[src/hdl/prfds_pkg.sv]
// shared types, codes and width helper of the packet ring fifo
package prfds_pkg;

    // default sizes
    localparam int RING_DEPTH_DEF = 8192;
    localparam int MAX_PACKET_DEF = 1023;
    localparam int MAX_READ_DEF   = 64;

    // fixed field widths
    localparam int LEN_W  = 10;
    localparam int BYTE_W = 8;
    localparam int REQ_W  = 7;
    localparam int STAT_W = 32;

    // request codes
    typedef enum logic [1:0] {
        OP_HEADER = 2'd0,
        OP_DATA   = 2'd1,
        OP_READ   = 2'd2,
        OP_CLEAR  = 2'd3
    } op_t;

    // result status codes
    typedef enum logic [1:0] {
        STAT_OK      = 2'd0,
        STAT_DROP    = 2'd1,
        STAT_EMPTY   = 2'd2,
        STAT_DISCARD = 2'd3
    } status_t;

    // controller states
    typedef enum logic {
        S_IDLE = 1'b0,
        S_READ = 1'b1
    } fsm_state_t;

    // one accepted request
    typedef struct packed {
        op_t               op;
        logic [LEN_W-1:0]  packet_length;
        logic [BYTE_W-1:0] byte_in;
        logic [REQ_W-1:0]  read_count;
    } in_item_t;

    // running statistics
    typedef struct packed {
        logic [STAT_W-1:0] drops;
        logic [STAT_W-1:0] drop_bytes;
        logic [STAT_W-1:0] total_bytes;
        logic [STAT_W-1:0] packets;
        logic [STAT_W-1:0] wraps;
        logic [LEN_W-1:0]  recent_size;
    } stats_t;

    // width of the result tdata, rounded up to whole bytes
    function automatic int out_tdata_w(int depth);
        int lvl_w;
        int raw_w;
        lvl_w = $clog2(depth + 1);
        raw_w = BYTE_W + 2 * lvl_w + 5 * STAT_W + LEN_W;
        return (raw_w + 7) & ~7;
    endfunction

endpackage

[src/hdl/prfds_core.sv]
// request sequencer: pointers, admission, statistics and result register
module prfds_core #(
    parameter int RING_DEPTH = prfds_pkg::RING_DEPTH_DEF,
    parameter int MAX_PACKET = prfds_pkg::MAX_PACKET_DEF,
    parameter int MAX_READ   = prfds_pkg::MAX_READ_DEF,
    parameter int PTR_W      = $clog2(prfds_pkg::RING_DEPTH_DEF),
    parameter int LVL_W      = $clog2(prfds_pkg::RING_DEPTH_DEF + 1)
) (
    input  logic                         aclk,
    input  logic                         aresetn,
    // request from the input register
    input  logic                         in_vld,
    input  prfds_pkg::in_item_t          in_item,
    output logic                         in_take,
    // result register
    output logic                         res_vld,
    input  logic                         res_rdy,
    output logic [prfds_pkg::BYTE_W-1:0] res_byte,
    output logic                         res_byte_valid,
    output logic                         res_last,
    output prfds_pkg::status_t           res_status,
    output logic [LVL_W-1:0]             res_level,
    output logic [LVL_W-1:0]             peak_level,
    output prfds_pkg::stats_t            stats,
    // ring memory
    output logic                         mem_we,
    output logic [PTR_W-1:0]             mem_waddr,
    output logic [prfds_pkg::BYTE_W-1:0] mem_wdata,
    output logic                         mem_re,
    output logic [PTR_W-1:0]             mem_raddr,
    input  logic [prfds_pkg::BYTE_W-1:0] mem_rdata
);

    localparam int CNT_W = $clog2(MAX_READ + 1);
    localparam int CMP_W = (LVL_W > prfds_pkg::REQ_W) ? LVL_W : prfds_pkg::REQ_W;
    localparam int FIT_W = ((LVL_W > prfds_pkg::LEN_W) ? LVL_W : prfds_pkg::LEN_W) + 1;

    prfds_pkg::fsm_state_t          state_reg, state_next;
    logic [PTR_W-1:0]               wptr_reg, wptr_next;
    logic [PTR_W-1:0]               rptr_reg, rptr_next;
    logic [LVL_W-1:0]               level_reg, level_next;
    logic [prfds_pkg::LEN_W-1:0]    reserved_reg, reserved_next;
    logic [prfds_pkg::LEN_W-1:0]    discard_reg, discard_next;
    logic [LVL_W-1:0]               peak_reg, peak_next;
    prfds_pkg::stats_t              stats_reg, stats_next;
    logic [CNT_W-1:0]               rem_reg, rem_next;
    logic                           pend_reg, pend_next;
    logic [LVL_W-1:0]               pend_level_reg, pend_level_next;
    logic                           pend_last_reg, pend_last_next;
    logic                           out_vld_reg, out_vld_next;
    logic [prfds_pkg::BYTE_W-1:0]   out_byte_reg, out_byte_next;
    logic                           out_bvalid_reg, out_bvalid_next;
    logic                           out_last_reg, out_last_next;
    prfds_pkg::status_t             out_status_reg, out_status_next;
    logic [LVL_W-1:0]               out_level_reg, out_level_next;
    logic                           load_out;

    logic                           out_load_ok;
    logic                           pend_used;
    logic                           issue;
    logic [prfds_pkg::LEN_W-1:0]    len_sat;
    logic [prfds_pkg::STAT_W:0]     total_sum;
    logic [FIT_W-1:0]               fit_sum;
    logic                           no_room;
    logic [CMP_W-1:0]               req_cap;
    logic [CMP_W-1:0]               req_clamp;
    logic [CNT_W-1:0]               read_n;
    logic [LVL_W-1:0]               level_inc;
    logic [PTR_W-1:0]               wptr_inc;
    logic [PTR_W-1:0]               rptr_inc;

    // header arithmetic
    assign len_sat   = (in_item.packet_length > prfds_pkg::LEN_W'(MAX_PACKET))
                     ? prfds_pkg::LEN_W'(MAX_PACKET) : in_item.packet_length;
    assign total_sum = {1'b0, stats_reg.total_bytes} + (prfds_pkg::STAT_W + 1)'(len_sat);
    assign fit_sum   = FIT_W'(level_reg) + FIT_W'(len_sat);
    assign no_room   = fit_sum > FIT_W'(RING_DEPTH);

    // read length clamp
    assign req_cap   = (CMP_W'(in_item.read_count) > CMP_W'(MAX_READ))
                     ? CMP_W'(MAX_READ) : CMP_W'(in_item.read_count);
    assign req_clamp = (req_cap > CMP_W'(level_reg)) ? CMP_W'(level_reg) : req_cap;
    assign read_n    = req_clamp[CNT_W-1:0];

    // pointer and level steps
    assign level_inc = level_reg + 1'b1;
    assign wptr_inc  = (wptr_reg == PTR_W'(RING_DEPTH - 1)) ? '0 : wptr_reg + 1'b1;
    assign rptr_inc  = (rptr_reg == PTR_W'(RING_DEPTH - 1)) ? '0 : rptr_reg + 1'b1;

    // result register may take a new value
    assign out_load_ok = !out_vld_reg || res_rdy;
    assign pend_used   = pend_reg && out_load_ok;
    assign issue       = (state_reg == prfds_pkg::S_READ) && (rem_reg != '0)
                      && (!pend_reg || pend_used);

    // next state and outputs
    always_comb begin
        state_next      = state_reg;
        wptr_next       = wptr_reg;
        rptr_next       = rptr_reg;
        level_next      = level_reg;
        reserved_next   = reserved_reg;
        discard_next    = discard_reg;
        peak_next       = peak_reg;
        stats_next      = stats_reg;
        rem_next        = rem_reg;
        pend_next       = pend_reg;
        pend_level_next = pend_level_reg;
        pend_last_next  = pend_last_reg;
        out_byte_next   = out_byte_reg;
        out_bvalid_next = out_bvalid_reg;
        out_last_next   = out_last_reg;
        out_status_next = out_status_reg;
        out_level_next  = out_level_reg;
        load_out        = 1'b0;
        in_take         = 1'b0;
        mem_we          = 1'b0;
        mem_re          = 1'b0;

        case (state_reg)
            prfds_pkg::S_IDLE: begin
                if (in_vld && out_load_ok) begin
                    in_take         = 1'b1;
                    out_byte_next   = '0;
                    out_bvalid_next = 1'b0;
                    out_last_next   = 1'b1;
                    out_status_next = prfds_pkg::STAT_OK;
                    case (in_item.op)
                        // header: abandon open packet, admit or drop a new non-empty one
                        prfds_pkg::OP_HEADER: begin
                            load_out       = 1'b1;
                            reserved_next  = '0;
                            discard_next   = '0;
                            out_level_next = level_reg;
                            if (len_sat != '0) begin
                                stats_next.total_bytes = total_sum[prfds_pkg::STAT_W-1:0];
                                if (total_sum[prfds_pkg::STAT_W]) begin
                                    stats_next.wraps = stats_reg.wraps + 1'b1;
                                end
                                stats_next.packets     = stats_reg.packets + 1'b1;
                                stats_next.recent_size = len_sat;
                                if (no_room) begin
                                    stats_next.drops      = stats_reg.drops + 1'b1;
                                    stats_next.drop_bytes = stats_reg.drop_bytes
                                                          + prfds_pkg::STAT_W'(len_sat);
                                    discard_next    = len_sat;
                                    out_status_next = prfds_pkg::STAT_DROP;
                                end else begin
                                    reserved_next = len_sat;
                                end
                            end
                        end
                        // data byte: store into reserved space or discard
                        prfds_pkg::OP_DATA: begin
                            load_out = 1'b1;
                            if (reserved_reg != '0 && level_reg < LVL_W'(RING_DEPTH)) begin
                                mem_we         = 1'b1;
                                wptr_next      = wptr_inc;
                                level_next     = level_inc;
                                reserved_next  = reserved_reg - 1'b1;
                                out_level_next = level_inc;
                                if (level_inc > peak_reg) begin
                                    peak_next = level_inc;
                                end
                            end else begin
                                if (discard_reg != '0) begin
                                    discard_next = discard_reg - 1'b1;
                                end
                                out_status_next = prfds_pkg::STAT_DISCARD;
                                out_level_next  = level_reg;
                            end
                        end
                        // read: single empty result or start the byte stream
                        prfds_pkg::OP_READ: begin
                            if (read_n == '0) begin
                                load_out        = 1'b1;
                                out_level_next  = level_reg;
                                out_status_next = (level_reg == '0) ? prfds_pkg::STAT_EMPTY
                                                                    : prfds_pkg::STAT_OK;
                            end else begin
                                state_next = prfds_pkg::S_READ;
                                rem_next   = read_n;
                            end
                        end
                        // clear pointers, level and counters
                        prfds_pkg::OP_CLEAR: begin
                            load_out       = 1'b1;
                            wptr_next      = '0;
                            rptr_next      = '0;
                            level_next     = '0;
                            reserved_next  = '0;
                            discard_next   = '0;
                            peak_next      = '0;
                            stats_next     = '0;
                            out_level_next = '0;
                        end
                        default: begin
                            load_out = 1'b0;
                        end
                    endcase
                end
            end
            prfds_pkg::S_READ: begin
                // move the fetched byte into the result register
                if (pend_used) begin
                    load_out        = 1'b1;
                    out_byte_next   = mem_rdata;
                    out_bvalid_next = 1'b1;
                    out_last_next   = pend_last_reg;
                    out_status_next = prfds_pkg::STAT_OK;
                    out_level_next  = pend_level_reg;
                end
                // fetch the next byte
                if (issue) begin
                    mem_re          = 1'b1;
                    rptr_next       = rptr_inc;
                    level_next      = level_reg - 1'b1;
                    rem_next        = rem_reg - 1'b1;
                    pend_level_next = level_reg - 1'b1;
                    pend_last_next  = (rem_reg == CNT_W'(1));
                end
                pend_next = issue ? 1'b1 : (pend_used ? 1'b0 : pend_reg);
                if (rem_reg == '0 && (!pend_reg || pend_used)) begin
                    state_next = prfds_pkg::S_IDLE;
                end
            end
            default: begin
                state_next = prfds_pkg::S_IDLE;
            end
        endcase

        out_vld_next = load_out ? 1'b1 : (res_rdy ? 1'b0 : out_vld_reg);
    end

    // control and statistics registers
    always_ff @(posedge aclk) begin
        if (!aresetn) begin
            state_reg    <= prfds_pkg::S_IDLE;
            wptr_reg     <= '0;
            rptr_reg     <= '0;
            level_reg    <= '0;
            reserved_reg <= '0;
            discard_reg  <= '0;
            peak_reg     <= '0;
            stats_reg    <= '0;
            rem_reg      <= '0;
            pend_reg     <= 1'b0;
            out_vld_reg  <= 1'b0;
        end else begin
            state_reg    <= state_next;
            wptr_reg     <= wptr_next;
            rptr_reg     <= rptr_next;
            level_reg    <= level_next;
            reserved_reg <= reserved_next;
            discard_reg  <= discard_next;
            peak_reg     <= peak_next;
            stats_reg    <= stats_next;
            rem_reg      <= rem_next;
            pend_reg     <= pend_next;
            out_vld_reg  <= out_vld_next;
        end
    end

    // payload registers
    always_ff @(posedge aclk) begin
        pend_level_reg <= pend_level_next;
        pend_last_reg  <= pend_last_next;
        out_byte_reg   <= out_byte_next;
        out_bvalid_reg <= out_bvalid_next;
        out_last_reg   <= out_last_next;
        out_status_reg <= out_status_next;
        out_level_reg  <= out_level_next;
    end

    // memory ports
    assign mem_waddr = wptr_reg;
    assign mem_wdata = in_item.byte_in;
    assign mem_raddr = rptr_reg;

    // statistics change only together with a new result, so they are shown live
    assign res_vld        = out_vld_reg;
    assign res_byte       = out_byte_reg;
    assign res_byte_valid = out_bvalid_reg;
    assign res_last       = out_last_reg;
    assign res_status     = out_status_reg;
    assign res_level      = out_level_reg;
    assign peak_level     = peak_reg;
    assign stats          = stats_reg;

    // a fetched byte is only outstanding during a read
    assert property (@(posedge aclk) disable iff (!aresetn)
        pend_reg |-> state_reg == prfds_pkg::S_READ)
        else $error("fetched byte outstanding outside a read");

    // level and reservation never exceed the ring
    assert property (@(posedge aclk) disable iff (!aresetn)
        (FIT_W'(level_reg) + FIT_W'(reserved_reg)) <= FIT_W'(RING_DEPTH))
        else $error("level plus reservation exceeds ring depth");

    // watermark never below the level
    assert property (@(posedge aclk) disable iff (!aresetn)
        peak_reg >= level_reg)
        else $error("watermark below level");

    // no leftover read count once back to idle
    assert property (@(posedge aclk) disable iff (!aresetn)
        state_reg == prfds_pkg::S_IDLE |-> rem_reg == '0)
        else $error("read count left over in idle");

endmodule

[config.mk]
export PLATFORM = sky130hd
export DESIGN_NAME = prfds_core
export DESIGN_NICKNAME = d
export VERILOG_FILES = /design/src/hdl/prfds_pkg.sv /design/src/hdl/prfds_core.sv
export SDC_FILE = /design/constraint.sdc
export NUM_CORES = 1
export LEC_CHECK = 0
export BUFFER_PORTS_ARGS = -buffer_cell sky130_fd_sc_hd__buf_2
export CAP_MARGIN = 20
export CORE_MARGIN = 2
export CORE_UTILIZATION = 30
export CTS_CLUSTER_DIAMETER = 40
export DETAILED_ROUTE_END_ITERATION = 8
export PLACE_DENSITY = 0.49
export SLEW_MARGIN = 25
export SYNTH_ARGS = -nofsm -noshare
export SYNTH_HDL_FRONTEND = slang
export SYNTH_SLANG_ARGS = --single-unit
[constraint.sdc]
create_clock -name aclk -period 4 [get_ports aclk]
set_input_delay 0.8 -clock aclk [delete_from_list [all_inputs] [get_ports aclk]]
set_output_delay 0.8 -clock aclk [all_outputs]
set_load 0.01 [all_outputs]
After elaboration in Yosys (flattened, before gate mapping):

Index checks and enable logic that the tools add are counted.

* $add $sub $neg: 12
* $mul: 0
* div/mod/pow operators: 0
* magnitude comparators: 6
* equality and inequality tests: 19
* shift operators: 0
* multiplexer cells: 77
* bitwise gates (word level): 1
* reduce and logical (&&, ||, !) cells: 36

Operator list (count)
* 170-bit one-hot mux with 2 select lines: 1
* 170-bit two-way mux: 1
* 14-bit two-way mux: 8
* 14-bit one-hot mux with 2 select lines: 4
* 32-bit by 1-bit adder with 32-bit output (second input constant): 3
* 13-bit two-way mux: 6
* 64-bit two-way mux: 1
* 14-bit one-hot mux with 4 select lines: 1
* 13-bit one-hot mux with 2 select lines: 2
* 7-bit two-way mux: 6
* 10-bit two-way mux: 4
* 32-bit by 10-bit adder with 33-bit output: 1
* 32-bit by 10-bit adder with 32-bit output: 1
* 32-bit two-way mux: 1
* 10-bit one-hot mux with 3 select lines: 1
* 13-bit by 1-bit adder with 13-bit output (second input constant): 2
* 13-bit == test (second input constant): 2
* 1-bit two-way mux: 25
* 10-bit nonzero test: 2
* 8-bit two-way mux: 2
* 8-bit one-hot mux with 2 select lines: 1
* 4-bit AND reduction: 4
* 14-bit by 10-bit adder with 15-bit output: 1
* 15-bit by 14-bit greater-than comparator with 1-bit output (second input constant): 1
* 35 further kinds: 70

* register bits: 285
* latch bits: 0
* memory bits (writable): 0
* bits in read-only memories: 0
* input port bits: 39
* output and inout port bits: 248
* logic and storage cells: 173
* memories kept: 0

Logic depth before layout (Yosys ltp):

Gate-level depths: netlist (run 1).

* word-level depth: 10
* mapped depth: 15
* depth with buffers taken out: 13

Worst setup path before layout (run 1):

No wires, ideal clock.

* kind: reg-to-reg
* from: reg level_reg[2]
* to: reg peak_reg[10], in the netlist peak_level[10]
* library setup time: 0.072 ns
* arrival time: 3.740 ns
* required time: 3.928 ns
* setup slack: 0.188 ns
* stages on the path, launching flop included: 16
* buffers on the path: 2
* clock period less this slack: 3.812 ns
* cells stage by stage: dfxtp_1 -> clkbuf_1 -> nand4_1 -> or2_2 -> nor2_1 -> xor2_1 -> ha_1 -> a21o_1 -> a21o_1 -> a21oi_1 -> nor2b_1 -> o21ai_0 -> a21oi_1 -> o41ai_1 -> buf_2 -> mux2i_1

* word-level cells in the longest chain between the ends: 4
* elaborated cells on any way between the ends: 10
* classes of those cells: add/sub (1); order compare (2); eq/ne (2); mux (3); reduce/logical (2)

RTL lines
* from (decl): RTL line prfds_core.sv:41 `logic [LVL_W-1:0] level_reg, level_next;`
* from (signal assigned): RTL line prfds_core.sv:253 `level_reg <= level_next;`
* 14-bit by 1-bit adder with 14-bit output or 14-bit less-than comparator (tied branches): RTL line prfds_core.sv:86, prfds_core.sv:156
* 14-bit greater-than comparator, or another cell as far along: RTL line prfds_core.sv:162 `if (level_inc > peak_reg) begin`
* 2-bit != test (no line) or 14-bit two-way mux (tied branches)
* 5-bit AND reduction (no line) or 14-bit one-hot mux with 2 select lines (tied branches)
* to (signal assigned): RTL line prfds_core.sv:256 `peak_reg <= peak_next;`
* to (decl): RTL line prfds_core.sv:44 `logic [LVL_W-1:0] peak_reg, peak_next;`

Parallel ways exist; a longest one is shown, timed or not. The select of a mux whose other input is x is not followed.
A chain may end at the register's enable or synchronous reset.

Worst setup path after layout (run 1):

* from: reg level_reg[0]
* to: reg stats_reg, in the netlist stats[111]

* word-level cells in the longest chain between the ends: 4

RTL lines
* 14-bit by 10-bit adder with 15-bit output: RTL line prfds_core.sv:76 `assign fit_sum = FIT_W'(level_reg) + FIT_W'(len_sat);`
* 15-bit by 14-bit greater-than comparator with 1-bit output: RTL line prfds_core.sv:77 `assign no_room = fit_sum > FIT_W'(RING_DEPTH);`
* 2-bit != test (no line)
* 5-bit AND reduction (no line)
* to (signal assigned): RTL line prfds_core.sv:257 `stats_reg <= stats_next;`
* to (decl): RTL line prfds_core.sv:45 `prfds_pkg::stats_t stats_reg, stats_next;`

No other way between the ends.

==> metrics.txt, run 1 <==
Rel. slew slack 0.319; Crit. End Element flop; number of port buffers 270; num rows 85; register area 0.00612 mm²; synthesized instance count 1967; Synth top area share 0.301; Post-CTS Repair Setup Buffers 0; hold buffers post-CTS 0; sw frac 0.261; Clock Latency Late Sink 590 ps; clk root buf clkbuf_16; sequential share of the synthesized area 0.377; DRC viols 0; cts bufs inserted 66; Hold Path End rem_reg[1]; Yosys top cell by area dfxtp_1; critical path fanouts, max 56; post-synthesis area per instance 8.24 µm²; yosys warns 0; Routed Antenna Nets 0; H-tree depth 3; RSZ-0062 raised after global routing no; Starting Density 0.302; FMAX 0.278 GHz; FF-to-FF setup slack 400 ps; gpl congestion 0.870; die width 236 µm; core area 0.0536 mm²; fillcell total 5526; NetSw 2.52 mW; vias in the first global route 14.9k; run status finished clean; area of the multi-input gates 0.00935 mm²; Seq cells post-synth 285; fin crit share 0.899; initial antenna violation count 2; pin count of the biggest net entering global routing 95; max reg flops 170; die area 0.0559 mm²; clock tree sinks 285; post-DR wirelength/cell 18.0 µm; Max-Cap Viols 0; Arrival @ worst endpoint 4110 ps; io pins 287; Die Ht 236 µm; Setup crit start level_reg[0]; Reg2Reg Launch Point level_reg[0]; setup TNS 0 ps; Most used DFF post-synth dfxtp_1; P_int 7.13 mW; Crit Path Class reg2reg; reg2reg end stats[111]; P&R area growth vs syn 28.7%; Post-synth ARST share 0; nets 2349; cells on worst reg2reg path 12; Global Route Usage Sum 0.189; peak supply drop 343 µV; Hold Crit Class reg2reg; initial DRC count 876; PwrDens 463 mW/mm²; Max Slew Vio Count 0; first-pass GRT wire length 84500 µm; CTS resizes 0; CTS tree yes; endpoints failing hold 0; final core utilization 0.389; Via density 5.17; final setup vio count 0; Startpoint Class flop; DR vias 15.5k; CTS Buffer Depth 3; sequential share of power 0.317; Cell Area, Synth 0.0162 mm²; Req. time, crit path 4510 ps; number of flops mapped to enable cells by yosys 41; Net Count, Synth 2071; Worst-path clk slew 50 ps; library cells used by synthesis 78; Hold Path Cell Cnt 2; Max Clock Skew 26.9 ps; final wirelength 53900 µm; total gr overflow 0; detailed placer's ending HPWL 37900 µm; Clock Power Share 0.581; Period minus WS final 3600 ps; largest cells by area after synthesis dfxtp_1 30%, edfxtp_1 7.6%, ha_1 4.8%; Leak Pwr 8.40 nW; slew of the pin with the lowest slew margin 1020 ps; Worst Hold Launch rem_reg[1]; layout cells sized above 1 0.212; Logic pwr share 0.102; TritonRoute pass-1 iters 5
==> cell type report <==
class / instances / area share
multi-input combinational: 1482 / 0.448
antenna: 1 / 0.000120
timing repair buffer: 343 / 0.0946
tap: 696 / 0.0417
sequential: 285 / 0.293
clock buffer: 81 / 0.0878
inverter: 67 / 0.0120
clock inverter: 40 / 0.0229
==> cell usage after synthesis (all sizes together) (19+ instances only) <==
cell / number
mux2i: 69
a21oi: 98
edfxtp: 41
inv: 65
a2111oi: 19
a22oi: 24
buf: 21
nor4: 28
nor2: 202
nand3: 76
dfxtp: 244
o21ai: 93
nand2: 205
or3: 21
and2: 22
xnor2: 81
ha: 62
nand2b: 56
xor2: 55
and3: 41
or4: 19
nand4: 52
clkbuf: 112
nor3: 87
==> worst max-delay path by stage <==
| stage | endpoint | slack [ps] | cells after the start |
|---|---|---|---|
| final | stats[111] | 400 | 12 |
| after global routing | peak_level[10] | 110 | 14 |
| after CTS | peak_level[6] | 390 | 14 |
| after detailed placement | stats[111] | -40 | 13 |
| after global placement | stats[108] | 80 | 13 |
| after floorplan | peak_level[10] | 190 | 15 |
==> placed cells by master (no fill, tap or decap), types with 8 or more instances in the layout <==
| master | instances |
|---|---|
| clkinv_2 | 9 |
| clkbuf_16 | 69 |
| xnor2_1 | 81 |
| dfxtp_1 | 243 |
| edfxtp_1 | 41 |
| a2111oi_0 | 18 |
| and3_1 | 41 |
| ha_1 | 62 |
| nand3_1 | 76 |
| clkinvlp_4 | 13 |
| nand4_1 | 52 |
| and2_1 | 20 |
| a221oi_1 | 8 |
| nor2_1 | 202 |
| o21ai_0 | 88 |
| or4_1 | 19 |
| nand2b_1 | 56 |
| and4_1 | 10 |
| or3_1 | 21 |
| mux2i_1 | 69 |
| nor4_1 | 27 |
| bufinv_16 | 8 |
| inv_1 | 65 |
| buf_4 | 67 |
| nor2b_1 | 12 |
| nand2_1 | 204 |
| nor4b_1 | 8 |
| buf_2 | 270 |
| nor3_1 | 87 |
| a211oi_1 | 13 |
| a21oi_1 | 96 |
| a22oi_1 | 24 |
| a21o_1 | 12 |
| xor2_1 | 55 |
==> critical path: stages (launching register included) <==
cell,delay [ps]
dfxtp_1,540
ha_1,260
inv_1,60
fa_1,390
nand2b_1,200
a211oi_1,310
o41a_1,260
nor2_1,60
mux2_2,270
a21o_2,230
buf_12,180
or4_1,550
a21oi_1,190
==> per-layer routing <==
metal | GRT usage | part of all wire | wire, µm
met3 | 0.0610 | 0.079 | 4270
met1 | 0.234 | 0.43 | 23200
met2 | 0.304 | 0.46 | 25000
met4 | 0.0744 | 0.027 | 1460
met5 | 0 | 0.00013 | 7
==> metrics by stage <==
| stage | instance area [µm²] | worst slack (ps) | hold slack (ps) | cells | total power, mW |
|---|---|---|---|---|---|
| global placement | 18600 | 78.6 | 456 | 2873 | 4.08 |
| detailed placement | 18600 | -40.9 | 463 | 2873 | 4.10 |
| CTS | 20900 | 393 | 469 | 2994 | 9.79 |
| global route | 20900 | 114 | 488 | 2995 | 10.0 |
| floorplan | 16200 | 188 | 444 | 1967 | 3.74 |
| finish | 20900 | 403 | 466 | 2995 | 9.65 |
==> power groups by stage <==
stage | Sequential, mW | Clock, mW | Combinational [mW]
after floorplan | 3.10 | 0 | 0.639
after global placement | 3.11 | 0 | 0.976
after detailed placement | 3.11 | 0 | 0.985
after CTS | 3.06 | 5.74 | 0.991
after global routing | 3.06 | 5.88 | 1.09
final | 3.06 | 5.61 | 0.988
==> logic make-up (layout without fill, tap and decap cells) <==
| family | Yosys count | after routing | synth area share |
|---|---|---|---|
| AO/OA/AOI/OAI | 351 | 351 | 0.142 |
| XOR/XNOR | 136 | 136 | 0.0735 |
| adder cells (fa/ha/maj) | 65 | 65 | 0.0516 |
| buffers and inverters | 200 | 531 | 0.0488 |
| flip-flops | 285 | 285 | 0.377 |
| multiplexers | 73 | 73 | 0.0454 |
| other | 0 | 1 | 0 |
| AND/OR/NAND/NOR | 857 | 857 | 0.262 |
(Power assumes the default switching activity.)
==> run 2: changes to the inputs <==
BUFFER_PORTS_ARGS = not set   (was -buffer_cell sky130_fd_sc_hd__buf_2)
DONT_BUFFER_PORTS = 1   (was not set)
PLACE_DENSITY = 0.44   (was 0.49)
==> metrics.txt, run 2 (synthesized netlist as in run 1, its figures left out) <==
Hold Crit Class in2reg; CTS tree yes; pin count of the biggest net entering global routing 95; Leak Pwr 7.04 nW; fin crit share 0.941; detailed placer's ending HPWL 37700 µm; Arrival @ worst endpoint 4130 ps; DR vias 14.4k; Die Ht 236 µm; Crit Path Class reg2reg; clock tree sinks 285; Crit. End Element flop; total gr overflow 0; Period minus WS final 3770 ps; peak supply drop 341 µV; max reg flops 170; DRC viols 0; Critical-path top delay cell dfxtp_1; Via density 5.31; most frequent cells in the layout 243 x dfxtp_1, 204 x nand2_1, 202 x nor2_1, 96 x a21oi_1, 88 x o21ai_0; DP Area 0.0170 mm²; number of port buffers 0; Clock Latency Late Sink 600 ps; Ant. Diodes 0; core area 0.0536 mm²; worst path cell trace buf_4 > ha_1 > a21o_1 > a21oi_1 > a211oi_1 > o211a_1 > o211ai_1 > a211oi_2 > buf_4 > or4_1 > a211oi_1; first-pass GRT wire length 83000 µm; initial antenna violation count 0; vias in the first global route 14.0k; PwrDens 514 mW/mm²; H-tree depth 3; setup TNS 0 ps; Global Route Usage Sum 0.189; Max Slew Vio Count 0; hold buffers post-CTS 0; final wirelength 53900 µm; layout cells sized above 1 0.106; area of the multi-input gates 0.00936 mm²; endpoints failing hold 0; CTS resizes 0; cts bufs inserted 71; die width 236 µm; final setup vio count 0; clk root buf clkbuf_16; TritonRoute pass-1 iters 5; post-DR wirelength/cell 19.8 µm; critical path fanouts, max 10; io pins 287; Worst-path clk slew 50 ps; nets 2066; initial DRC count 683; fillcell total 5537; Routed Antenna Nets 0; Rel. slew slack 0.328; CTS Buffer Depth 3; Max Clock Skew 28.4 ps; slew of the pin with the lowest slew margin 1010 ps; die area 0.0559 mm²; Final Cell Area 0.0196 mm²; Max-Cap Viols 0; Req. time, crit path 4360 ps; Post-CTS Repair Setup Buffers 0; gpl congestion 0.889; register area 0.00612 mm²; P&R area growth vs syn 21.0%; FMAX 0.266 GHz; commonest non-fill, non-tap cell in the layout dfxtp_1; run status finished clean; Starting Density 0.302; Crit path largest cell delay 560 ps; RSZ-0062 raised after global routing no; Startpoint Class flop; num rows 85
==> run 2: cell count changes in the layout (fill, tap and decap cells not counted), moves of 4 or more <==
cell        change
clkinv_4        +4
buf_2         -270
clkbuf_8        +6
clkinvlp_4      -7
buf_4          -15
==> run 2: layout make-up <==
| class | count | share of cell area |
|---|---|---|
| multi-input combinational | 1482 | 0.477 |
| sequential | 285 | 0.312 |
| clock buffer | 88 | 0.0999 |
| inverter | 67 | 0.0128 |
| clock inverter | 41 | 0.0312 |
| tap | 696 | 0.0444 |
| timing repair buffer | 55 | 0.0230 |
==> run 2: routing by layer <==
layer | track usage | vias to the layer above | part of all wire
li1 | - | 7017 | -
met1 | 0.222 | 6851 | 0.41
met2 | 0.303 | 431 | 0.46
met3 | 0.0725 | 104 | 0.085
met4 | 0.0905 | 0 | 0.042
met5 | 0 | - | 0
==> run 2: power by group <==
part / internal (mW) / switching (mW)
logic: 0.310 / 0.553
clock network: 4.21 / 1.92
registers: 3.00 / 0.0921
total: 7.52 / 2.56
==> run 2: critical path, delay by kind of cell (launching register included) <==
family | cells | cell delay [ps]
simple gates | 1 | 460
fa+ha+maj | 1 | 280
buf+inv | 2 | 410
flops | 1 | 560
compound gates | 7 | 1810
==> run 2: stage by stage <==
stage | hold slack [ps] | utilization | power (mW) | setup WS, ps | std cells
after floorplan | 444 | - | 3.74 | 188 | 1967
after global placement | 459 | 0.318 | 4.00 | 120 | 2585
after detailed placement | 469 | 0.318 | 4.00 | 112 | 2585
after CTS | 299 | 0.366 | 10.2 | 231 | 2714
after global routing | 322 | 0.366 | 10.5 | 88.5 | 2714
final | 353 | 0.366 | 10.1 | 235 | 2714
==> run 2: final timing paths <==
kind	startpoint	end	slack (ps)	cells past startpoint
min reg2reg	rem_reg[1]	rem_reg[1]	470	2
max reg2reg	level_reg[3]	res_status[0]	230	11
min	aresetn	reserved_reg[2]	350	2
max	level_reg[3]	res_status[0]	230	11
==> run 3: changes to the inputs <==
CORE_ASPECT_RATIO = 1.25   (was not set)
MAX_ROUTING_LAYER = met4   (was not set)
PLACE_DENSITY = 0.43   (was 0.44)
clock period = 4.9 ns   (was 4 ns; I/O delays follow)
==> metrics.txt, run 3 (synthesized netlist as in run 1, its figures left out) <==
run status finished clean; CP most frequent cell buf_4; CTS resizes 0; endpoints failing hold 0; number of port buffers 0; DR vias 14.3k; Leak Pwr 6.70 nW; first-pass GRT wire length 84500 µm; FF-to-FF setup slack 1060 ps; nets 2040; Reg2Reg Launch Point level_reg[0]; FMAX 0.260 GHz; instance count on the critical path 16; initial DRC count 642; pin count of the biggest net entering global routing 95; Crit path largest cell delay 410 ps; final wirelength 54800 µm; die width 212 µm; Post-CTS Repair Setup Buffers 0; Arrival @ worst endpoint 4370 ps; die area 0.0559 mm²; P&R area growth vs syn 17.4%; CTS Buffer Depth 3; Setup crit start level_reg[0]; core area 0.0536 mm²; Rel. slew slack 0.319; total gr overflow 0; layout cells sized above 1 0.0905; hold buffers post-CTS 0; Ant. Diodes 0; DRC viols 0; Worst-path clk slew 50 ps; worst setup path endpoint peak_level[9]; worst path cell trace buf_4 > ha_1 > nand3_1 > nor3_1 > buf_4 > nand3_1 > nor2_1 > xor2_1 > ha_1 > nand4_1 > nor2_1 > o21ai_0 > a21oi_1 > o41ai_2 > buf_4 > mux2i_1; Max Clock Skew 17.5 ps; gpl congestion 0.842; Crit. End Element flop; Clock Latency Late Sink 610 ps; most frequent cells in the layout 243 x dfxtp_1, 204 x nand2_1, 202 x nor2_1, 96 x a21oi_1, 88 x o21ai_0; Global Route Usage Sum 0.200; cts bufs inserted 60; CP top delay family simple AND/OR/NAND/NOR gates; Finished Layout Cells 2715; Starting Density 0.302; commonest non-fill, non-tap cell in the layout dfxtp_1; reg2reg end peak_level[9]; initial antenna violation count 0; slew of the pin with the lowest slew margin 1020 ps; Placed Cells 2601; RSZ-0062 raised after global routing no; Max-Cap Viols 0; fin crit share 0.784; PwrDens 388 mW/mm²; post-DR wirelength/cell 20.2 µm; vias in the first global route 14.0k; critical path fanouts, max 11; setup TNS 0 ps; peak supply drop 318 µV; max reg flops 170; CTS tree yes; Crit Path Class reg2reg; hold_ws 468 ps; Routed Antenna Nets 0; Req. time, crit path 5430 ps; Die Ht 264 µm; cells on worst reg2reg path 16; final setup vio count 0; Post-Place Setup Slack 695 ps; fin worst setup slack 1060 ps; Startpoint Class flop; num rows 95; sum of buffers and inverters on the critical path 3; Period minus WS final 3840 ps; io pins 287; detailed placer's ending HPWL 38600 µm; Tot Pwr 7.39 mW; TritonRoute pass-1 iters 7; H-tree depth 2; Max Slew Vio Count 0; Hold Crit Class reg2reg; clk root buf clkbuf_16; Critical-path top delay cell o41ai_2; clock tree sinks 285; Via density 5.27
[run 3: changes by cell type in the layout (fill, tap and decap cells not counted), moves of 2 or more]
| cell | change |
|---|---|
| buf_12 | -2 |
| buf_4 | -13 |
| bufinv_16 | -5 |
| clkbuf_16 | -9 |
| clkbuf_8 | -7 |
| clkinv_1 | +2 |
| clkinv_16 | -2 |
| clkinv_2 | -3 |
| clkinv_4 | +7 |
| clkinvlp_4 | +3 |
| inv_16 | -2 |
[run 3: routing by layer]
layer	up-vias	GRT usage	part of all wire
met1	6840	0.212	0.38
met3	93	0.0729	0.087
met4	0	0.0645	0.029
met5	-	-	0
met2	398	0.343	0.50
li1	6973	-	-
[run 3: area by class of cell]
class                      count  area [µm²]
fill                        5512       34600
multi-input combinational   1482        9360
sequential                   285        6120
clock buffer                  72        1640
tap                          727         910
clock inverter                42         448
timing repair buffer          40         313
inverter                      67         251
[run 3: worst min path at each step]
stage                     from         endpoint  slack (ps)  cells past startpoint
floorplan            state_reg   res_byte_valid         440                      0
global placement    rem_reg[1]       rem_reg[1]         460                      2
detailed placement  rem_reg[1]       rem_reg[1]         470                      2
CTS                 rem_reg[1]       rem_reg[1]         480                      2
global route           aresetn  reserved_reg[2]         480                      2
finish              rem_reg[1]       rem_reg[1]         470                      2
[run 3: report_power, final]
| part | total [mW] | leakage (nW) | internal, mW | switching, mW |
|---|---|---|---|---|
| combinational | 0.693 | 3.34 | 0.243 | 0.450 |
| clock | 4.17 | 1.00 | 2.71 | 1.46 |
| sequential | 2.52 | 2.36 | 2.44 | 0.0779 |
[run 3: tightest hold or removal path, stage by stage, from the launching register on]
cell and delay, ps:
dfxtp_1 300, nand3_1 60, o31ai_1 60
[run 3: stage by stage]
step | util | instance area [µm²]
floorplan | - | 16200
global placement | 0.316 | 16900
detailed placement | 0.316 | 17000
CTS | 0.355 | 19000
global route | 0.355 | 19000
finish | 0.355 | 19000
